`src/rtl/tgs_pkg.sv`:
```
// Shared constants for the trilinear grid sampler.
`default_nettype none
package tgs_pkg;
   localparam int GRID_X_DEF     = 16;
   localparam int GRID_Y_DEF     = 16;
   localparam int GRID_Z_DEF     = 16;
   localparam int FRAC_BITS_DEF  = 8;
   localparam int VALUE_BITS_DEF = 16;
   localparam int CELL_BITS      = 4;
   localparam int POS_BITS       = 12;
   localparam int CORNERS        = 8;
   localparam int CORNER_BITS    = 3;
endpackage
`default_nettype wire

```
`src/rtl/tgs_blend.sv`:
```
// One linear blend step: lo*(S-w) + hi*w, rounded to nearest, ties up.
`default_nettype none
module tgs_blend #(
   parameter int VALUE_BITS = tgs_pkg::VALUE_BITS_DEF,
   parameter int FRAC_BITS  = tgs_pkg::FRAC_BITS_DEF
) (
   input  wire logic signed [VALUE_BITS-1:0] lo,
   input  wire logic signed [VALUE_BITS-1:0] hi,
   input  wire logic        [FRAC_BITS:0]    weight,
   output logic      signed [VALUE_BITS-1:0] blended
);
   localparam int TW = VALUE_BITS + FRAC_BITS + 3;

   logic signed [VALUE_BITS:0] diff;
   logic signed [TW-1:0]       prod;
   logic signed [TW-1:0]       total;

   assign diff    = (VALUE_BITS + 1)'(hi) - (VALUE_BITS + 1)'(lo);
   assign prod    = TW'(diff) * $signed(TW'(weight));
   assign total   = (TW'(lo) <<< FRAC_BITS) + prod + $signed(TW'(1) <<< (FRAC_BITS - 1));
   assign blended = VALUE_BITS'(total >>> FRAC_BITS);
endmodule
`default_nettype wire

```
`config.mk`:
```
export PLATFORM = sky130hd
export DESIGN_NAME = tgs_blend
export DESIGN_NICKNAME = d
export VERILOG_FILES = /design/src/rtl/tgs_pkg.sv /design/src/rtl/tgs_blend.sv
export SDC_FILE = /design/constraint.sdc
export NUM_CORES = 1
export LEC_CHECK = 0
export ABC_AREA = 1
export BUFFER_PORTS_ARGS = -buffer_cell sky130_fd_sc_hd__buf_2
export CORE_ASPECT_RATIO = 0.8
export CORE_MARGIN = 2
export CORE_UTILIZATION = 60
export DETAILED_ROUTE_END_ITERATION = 7
export PLACE_DENSITY = 0.76
export SLEW_MARGIN = 20
export SYNTH_ARGS = -nofsm -noshare
export SYNTH_HDL_FRONTEND = slang
export SYNTH_SLANG_ARGS = --single-unit
```
`constraint.sdc`:
```
create_clock -name vclk -period 17.7
set_clock_uncertainty 0.15 [all_clocks]
set_input_delay 4.425 -clock vclk [all_inputs]
set_output_delay 4.425 -clock vclk [all_outputs]
set_load 0.02 [all_outputs]
```
==> metrics.yaml, run 1 <==
result_of_the_run: "finished clean"
report.final.slew_viol_count: 0
critPathRequiredTime_ns: 13.13
vias_per_cell: 5.17
placement.io_buffers: 57
drt_iter0_drc: 348
drc: 0
gr-usage-all-layers_pct: 28.1
max_clock_freq_mhz: 66.2
layoutNonFillerInstCount: 1062
gr-usage-met2_pct: 45.8
flip_flop_and_latch_area_sq_um: 0
first_pass_iters: 5
yosys_warnings: 0
critPathKind: "in -> out"
hold_violations: 0
globalRouteMet1Util_pct: 41.4
setup_tns_ns: 0
route.antenna.remaining_nets: 0
met3_usage_pct: 3.71
horiz_die_dim_um: 120
crit_fanout: 6
grt_most_used_layer: "met2"
synth.avg_cell_area_sq_um: 7.38
end_kind: "output port"
dpl.cell_count: 1062
grt_start_max_net_pins: 17
finalSetupViolations: 0
netlist_area_pre_place_sq_um: 6470
holdCritPathClass: "in -> out"
top_level_port_count: 57
dp_hpwl_um: 13800
seq_area_frac_synth_pct: 0
die_height_um: 96.9
design.final.nets: 1166
timing.final.crit_period_ns: 15.10
clock_buffer_count: 0
gp_congestion: 0.943
grt_pass1_vias: 5550
num_antenna_cells: 0
worst-slew-pin-transition_ns: 0.693
numSequentialCells: 0
number_of_antenna_violations_at_the_first_check_in_global_routing: 0
layout-drive-gt1-share_pct: 8.89
slew_hr_pct: 53.5
max_cap_violations: 0
area_delta_synth_final_pct: 6.38
postSynthNetCount: 1119
fin_worst_hold_slack_ns: 9.30
min_period_over_period_pct: 85.3
rsz0062_at_grt: "no"
floorplan.rows: 33
finish.utilization_pct: 66.4
timing.critical_path.arrival_ns: 10.53
core_sq_um: 10400
totalWireLength_um: 15300
routed_via_count: 5493
post_synth_num_cell_types: 38
design.die.area_sq_um: 11600
netlist_instances: 877
post_cts_resized: 0
avgRoutedWirePerCell_um: 14.4
layout.cells.most_common_list: "sky130_fd_sc_hd__inv_1 (232), sky130_fd_sc_hd__nand2_1 (159), sky130_fd_sc_hd__fa_1 (133)"
cts_hold_buf: 0
grt.overflow.total: 0
critical_path.slowest_cell: "sky130_fd_sc_hd__fa_1"
initial_core_util_pct: 62.4
grt_pass1_wl_um: 26500
postCtsSetupRepairBufs: 0
layout.cells.most_common: "sky130_fd_sc_hd__inv_1"
delay_of_the_slowest_cell_on_the_worst_path_ns: 0.55
startpoint_type: "primary input"
==> worst paths after layout <==
kind	startpoint	depth (start not counted)	to	slack [ns]
hold / removal	weight[8]	7	blended[15]	9.30
setup / recovery	lo[0]	29	blended[15]	2.60
==> per-layer routing <==
| metal | vias to the layer above | part of all wire (%) |
|---|---|---|
| li1 | 2686 | - |
| met1 | 2568 | 47 |
| met2 | 223 | 44 |
| met3 | 16 | 7.8 |
| met4 | 0 | 1.3 |
| met5 | - | 0 |
==> through the flow <==
stage,instance area [sq um],worst slack [ns]
floorplan,6470,3.21
global route,6880,2.09
global placement,6880,2.63
detailed placement,6880,2.57
CTS,6880,2.56
finish,6880,2.60
==> final cells by class <==
| type | count | area [sq um] |
|---|---|---|
| Fill cell | 932 | 3480 |
| Inverter | 236 | 886 |
| Multi-Input combinational cell | 629 | 5540 |
| Tap cell | 140 | 175 |
| Timing Repair Buffer | 57 | 285 |
==> critical path: cells and delay by family <==
kind	cells	cell delay [ns]
buffers and inverters	6	0.52
AND/OR/NAND/NOR	11	1.35
AO/OA/AOI/OAI	4	0.74
adder cells (fa/ha/maj)	8	3.47
==> synth_stat cells (5+ instances only) <==
| cell type | instances | share of area (%) |
|---|---|---|
| sky130_fd_sc_hd__o21ai_0 | 10 | 0.77 |
| sky130_fd_sc_hd__or2_2 | 5 | 0.48 |
| sky130_fd_sc_hd__nand2_1 | 159 | 9.2 |
| sky130_fd_sc_hd__inv_1 | 232 | 13 |
| sky130_fd_sc_hd__nand2_2 | 8 | 0.77 |
| sky130_fd_sc_hd__xor2_1 | 18 | 2.4 |
| sky130_fd_sc_hd__ha_1 | 68 | 13 |
| sky130_fd_sc_hd__clkbuf_1 | 10 | 0.58 |
| sky130_fd_sc_hd__fa_1 | 133 | 41 |
| sky130_fd_sc_hd__o21bai_1 | 5 | 0.58 |
| sky130_fd_sc_hd__nor2_1 | 103 | 6.0 |
| sky130_fd_sc_hd__a21oi_1 | 32 | 2.5 |
| sky130_fd_sc_hd__nand3_1 | 51 | 3.9 |
| sky130_fd_sc_hd__xnor2_1 | 7 | 0.95 |
==> cell families (layout without fill, tap and decap cells) <==
family | after synthesis | in the layout | synth area share [%]
AOI/OAI and AO/OA | 59 | 59 | 5.38
xor gates and xnor gates | 25 | 25 | 3.38
and+or+nand+nor | 344 | 344 | 22.5
buffers and inverters | 248 | 293 | 14.4
adders and majority gates | 201 | 201 | 54.3
Power of run 1 is left out: the tool's default activity adds up to more than one toggle a clock period on the data nets, which glitch-free logic cannot reach.
==> inputs of run 2 (changes only) <==
--- a/config.mk
+++ b/config.mk
@@ -7,7 +7,6 @@
 export LEC_CHECK = 0
 export ABC_AREA = 1
 export BUFFER_PORTS_ARGS = -buffer_cell sky130_fd_sc_hd__buf_2
-export CORE_ASPECT_RATIO = 0.8
 export CORE_MARGIN = 2
 export CORE_UTILIZATION = 60
 export DETAILED_ROUTE_END_ITERATION = 7
==> run 2 against run 1 <==
Compared with the run above: non-clock buffer count unchanged; critical path depth fell by 1; first-iteration DRC count decreased by 4.9%; global-route usage grew 0.33 points; critical path type unchanged.
==> metrics.yaml, run 2 (synthesis gave the netlist of run 1 again) <==
result_of_the_run: "finished clean"
setup_tns_ns: 0  # unchanged
critical_path.slowest_cell: "sky130_fd_sc_hd__fa_1"
flip_flop_and_latch_area_sq_um: 0  # unchanged
grt_start_max_net_pins: 17  # unchanged
postCtsSetupRepairBufs: 0  # unchanged
fin_worst_hold_slack_ns: 9.36  # +0.0633 ns
route.antenna.remaining_nets: 0  # unchanged
grt.overflow.total: 0  # unchanged
first_pass_iters: 5  # unchanged
numSequentialCells: 0  # unchanged
hold_violations: 0  # unchanged
gr-usage-all-layers_pct: 28.4  # +0.33 points
startpoint_type: "primary input"
clock_buffer_count: 0  # unchanged
layout.cells.most_common_list: "sky130_fd_sc_hd__inv_1 (232), sky130_fd_sc_hd__nand2_1 (159), sky130_fd_sc_hd__fa_1 (133)"
avgRoutedWirePerCell_um: 14.3  # -0.67%
grt_pass1_wl_um: 25800  # -2.7%
worst-slew-pin-transition_ns: 0.669  # -0.0236 ns
initial_core_util_pct: 62.1  # -0.31 points
cp_num_buf_inv: 7  # +1
horiz_die_dim_um: 108  # -10%
rsz0062_at_grt: "no"
floorplan.rows: 37  # +12%
cts_hold_buf: 0  # unchanged
drt_iter0_drc: 331  # -4.9%
drc: 0  # unchanged
gp_congestion: 0.926  # -1.8%
vias_per_cell: 5.23  # +1.2%
die_height_um: 108  # +11%
max_clock_freq_mhz: 66.2  # about the same
totalWireLength_um: 15100  # -1.0%
holdCritPathClass: "in -> out"
crit_path_frequent_cell: "sky130_fd_sc_hd__fa_1"
crit_fanout: 6  # unchanged
design.final.nets: 1166  # unchanged
timing.critical_path.arrival_ns: 10.53  # about the same
max_cap_violations: 0  # unchanged
core_sq_um: 10400  # +0.51%
layout.cells.most_common: "sky130_fd_sc_hd__inv_1"
grt_pass1_vias: 5656  # +1.9%
num_antenna_cells: 0  # unchanged
routed_via_count: 5536  # +0.78%
critPathRequiredTime_ns: 13.13  # about the same
top_level_port_count: 57  # unchanged
finalSetupViolations: 0  # unchanged
area_delta_synth_final_pct: 6.30  # about the same
end_kind: "output port"
delay_of_the_slowest_cell_on_the_worst_path_ns: 0.72  # +0.17 ns
critPathKind: "in -> out"
slew_hr_pct: 55.1  # +1.6 points
placement.io_buffers: 57  # unchanged
report.final.slew_viol_count: 0  # unchanged
dp_hpwl_um: 13600  # -1.5%
timing.final.crit_period_ns: 15.11  # +0.00655 ns
worst_path_dominant_cell_family: "adder cells"
min_period_over_period_pct: 85.4  # about the same
post_cts_resized: 0  # unchanged
layout-drive-gt1-share_pct: 8.89  # unchanged
design.die.area_sq_um: 11600  # about the same
number_of_antenna_violations_at_the_first_check_in_global_routing: 0  # unchanged
-- run 2: cell counts in the layout (fill, tap and decap cells not counted) --
Identical to the previous run, type by type.
-- run 2: metal layers --
layer  GRT usage [%]  wire length, um  vias up
met5               0                0        -
met4            12.3              818        0
met3           0.847              704       52
met2            51.4             7580      187
met1            35.4             6030     2610
li1                -                -     2687
-- run 2: layout make-up --
cell class | count | area [sq um]
multi-input combinational | 629 | 5540
timing repair buffer | 57 | 285
tap | 136 | 170
fill | 970 | 3540
inverter | 236 | 886
-- run 2: path summary, 6_finish.rpt --
check                     end  slack, ns  cells past startpoint      start
setup / recovery  blended[14]       2.59                     28      lo[0]
hold / removal    blended[15]       9.36                      7  weight[8]
-- run 2: stage by stage --
stage               util (%)  instance area (sq um)  instances  setup slack (ns)
finish                  66.0                   6880       1058              2.59
global route            66.0                   6880       1058              2.16
CTS                     66.0                   6880       1058              2.61
detailed placement      66.0                   6880       1058              2.64
global placement        66.0                   6880       1058              2.65
floorplan                  -                   6470        877              3.21
Power of run 2 is left out for the same reason.
==> inputs of run 3 (changes only) <==
==> constraint.sdc (replaced) <==
create_clock -name vclk -period 14.87
set_clock_uncertainty 0.15 [all_clocks]
set_input_delay 3.7175 -clock vclk [all_inputs]
set_output_delay 3.7175 -clock vclk [all_outputs]
set_load 0.02 [all_outputs]
==> run 3 against run 2 <==
Compared with the run above: cell count unchanged; first-iteration DRC count decreased by 0.60%; global-route usage decreased by 0.16 points; non-clock buffer count unchanged; sequential share of layout area unchanged; via count increased by 0.34%; sequential cell count unchanged; hold slack got worse by 1.4 ns; setup slack got worse by 1.4 ns.
==> metrics.yaml, run 3 (synthesis gave the netlist of run 1 again) <==
cts_hold_buf: 0  # unchanged
max_clock_freq_mhz: 73.0
layout-drive-gt1-share_pct: 8.89  # unchanged
number_of_antenna_violations_at_the_first_check_in_global_routing: 0  # unchanged
top_level_port_count: 57  # unchanged
gp_congestion: 0.926  # unchanged
first_pass_iters: 5  # unchanged
finalSetupViolations: 0  # unchanged
rsz0062_at_grt: "no"
critical_path.slowest_cell: "sky130_fd_sc_hd__fa_1"
cp_num_buf_inv: 6  # -1
floorplan.rows: 37  # unchanged
crit_fanout: 5  # -1
holdCritPathClass: "in -> out"
hold_violations: 0  # unchanged
timing.final.crit_period_ns: 13.70
clock_buffer_count: 0  # unchanged
die_height_um: 108  # unchanged
critPathKind: "in -> out"
timing.critical_path.arrival_ns: 9.83  # -0.70 ns
end_kind: "output port"
startpoint_type: "primary input"
dp_slack_ns: 1.23  # -1.41 ns
route.antenna.remaining_nets: 0  # unchanged
critPathRequiredTime_ns: 11.00  # -2.13 ns
grt_start_max_net_pins: 17  # unchanged
worst_path_dominant_cell_family: "adder cells"
flip_flop_and_latch_area_sq_um: 0  # unchanged
setup_tns_ns: 0  # unchanged
report.final.slew_viol_count: 0  # unchanged
result_of_the_run: "finished clean"
drt_iter0_drc: 329  # -0.60%
area_delta_synth_final_pct: 6.30  # unchanged
gr-usage-all-layers_pct: 28.2  # -0.16 points
postCtsSetupRepairBufs: 0  # unchanged
setup_slack_ns: 1.17  # -1.42 ns
post_cts_resized: 0  # unchanged
slew_hr_pct: 56.9  # +1.8 points
numSequentialCells: 0  # unchanged
layout.cells.most_common_list: "sky130_fd_sc_hd__inv_1 (232), sky130_fd_sc_hd__nand2_1 (159), sky130_fd_sc_hd__fa_1 (133)"
avgRoutedWirePerCell_um: 14.2  # -0.54%
drc: 0  # unchanged
worst-slew-pin-transition_ns: 0.642  # -0.0268 ns
dp_hpwl_um: 13400  # -0.92%
initial_core_util_pct: 62.1  # unchanged
totalWireLength_um: 15000  # -0.54%
horiz_die_dim_um: 108  # unchanged
routed_via_count: 5555  # +0.34%
design.die.area_sq_um: 11600  # unchanged
design.final.nets: 1166  # unchanged
core_sq_um: 10400  # unchanged
delay_of_the_slowest_cell_on_the_worst_path_ns: 0.51  # -0.21 ns
placement.io_buffers: 57  # unchanged
max_cap_violations: 0  # unchanged
crit_path_frequent_cell: "sky130_fd_sc_hd__fa_1"
grt_pass1_wl_um: 25800  # +0.21%
num_antenna_cells: 0  # unchanged
grt_pass1_vias: 5684  # +0.50%
min_period_over_period_pct: 92.1
grt.overflow.total: 0  # unchanged
vias_per_cell: 5.25  # +0.34%
layout.cells.most_common: "sky130_fd_sc_hd__inv_1"
==> run 3: cell counts in the layout (fill, tap and decap cells not counted) <==
No cell type changed its count.
==> run 3: final cells by class <==
cell class | count | area [sq um]
Fill cell | 955 | 3540
Inverter | 236 | 886
Multi-Input combinational cell | 629 | 5540
Tap cell | 136 | 170
Timing Repair Buffer | 57 | 285
==> run 3: per-layer routing <==
metal | up-vias | wire length (um) | GRT usage (%)
met5 | - | 0 | 0
met4 | 0 | 975 | 14.4
met3 | 54 | 594 | 0.787
met2 | 186 | 7340 | 49.9
met1 | 2629 | 6140 | 35.4
li1 | 2686 | - | -
==> run 3: metrics by stage <==
step	hold WS, ns	utilization (%)	area, sq um	std cells
3_5_place_dp	7.96	66.0	6880	1058
5_1_grt	8.00	66.0	6880	1058
2_1_floorplan	7.67	-	6470	877
3_3_place_gp	7.94	66.0	6880	1058
4_1_cts	7.96	66.0	6880	1058
6_report	7.95	66.0	6880	1058
==> run 3: path summary, 6_finish.rpt <==
| kind | cells after the start | to | slack (ns) | start |
|---|---|---|---|---|
| min | 7 | blended[15] | 7.95 | weight[8] |
| max | 25 | blended[14] | 1.17 | lo[0] |
==> run 3: worst min-delay path, cell delays in order <==
cell and delay (ns):
sky130_fd_sc_hd__buf_2 0.11, sky130_fd_sc_hd__nand3_1 0.07, sky130_fd_sc_hd__nand2_1 0.12, sky130_fd_sc_hd__nand2_1 0.08
sky130_fd_sc_hd__nand3_1 0.08, sky130_fd_sc_hd__nand2_1 0.05, sky130_fd_sc_hd__buf_2 0.15
Power of run 3 is left out for the same reason.
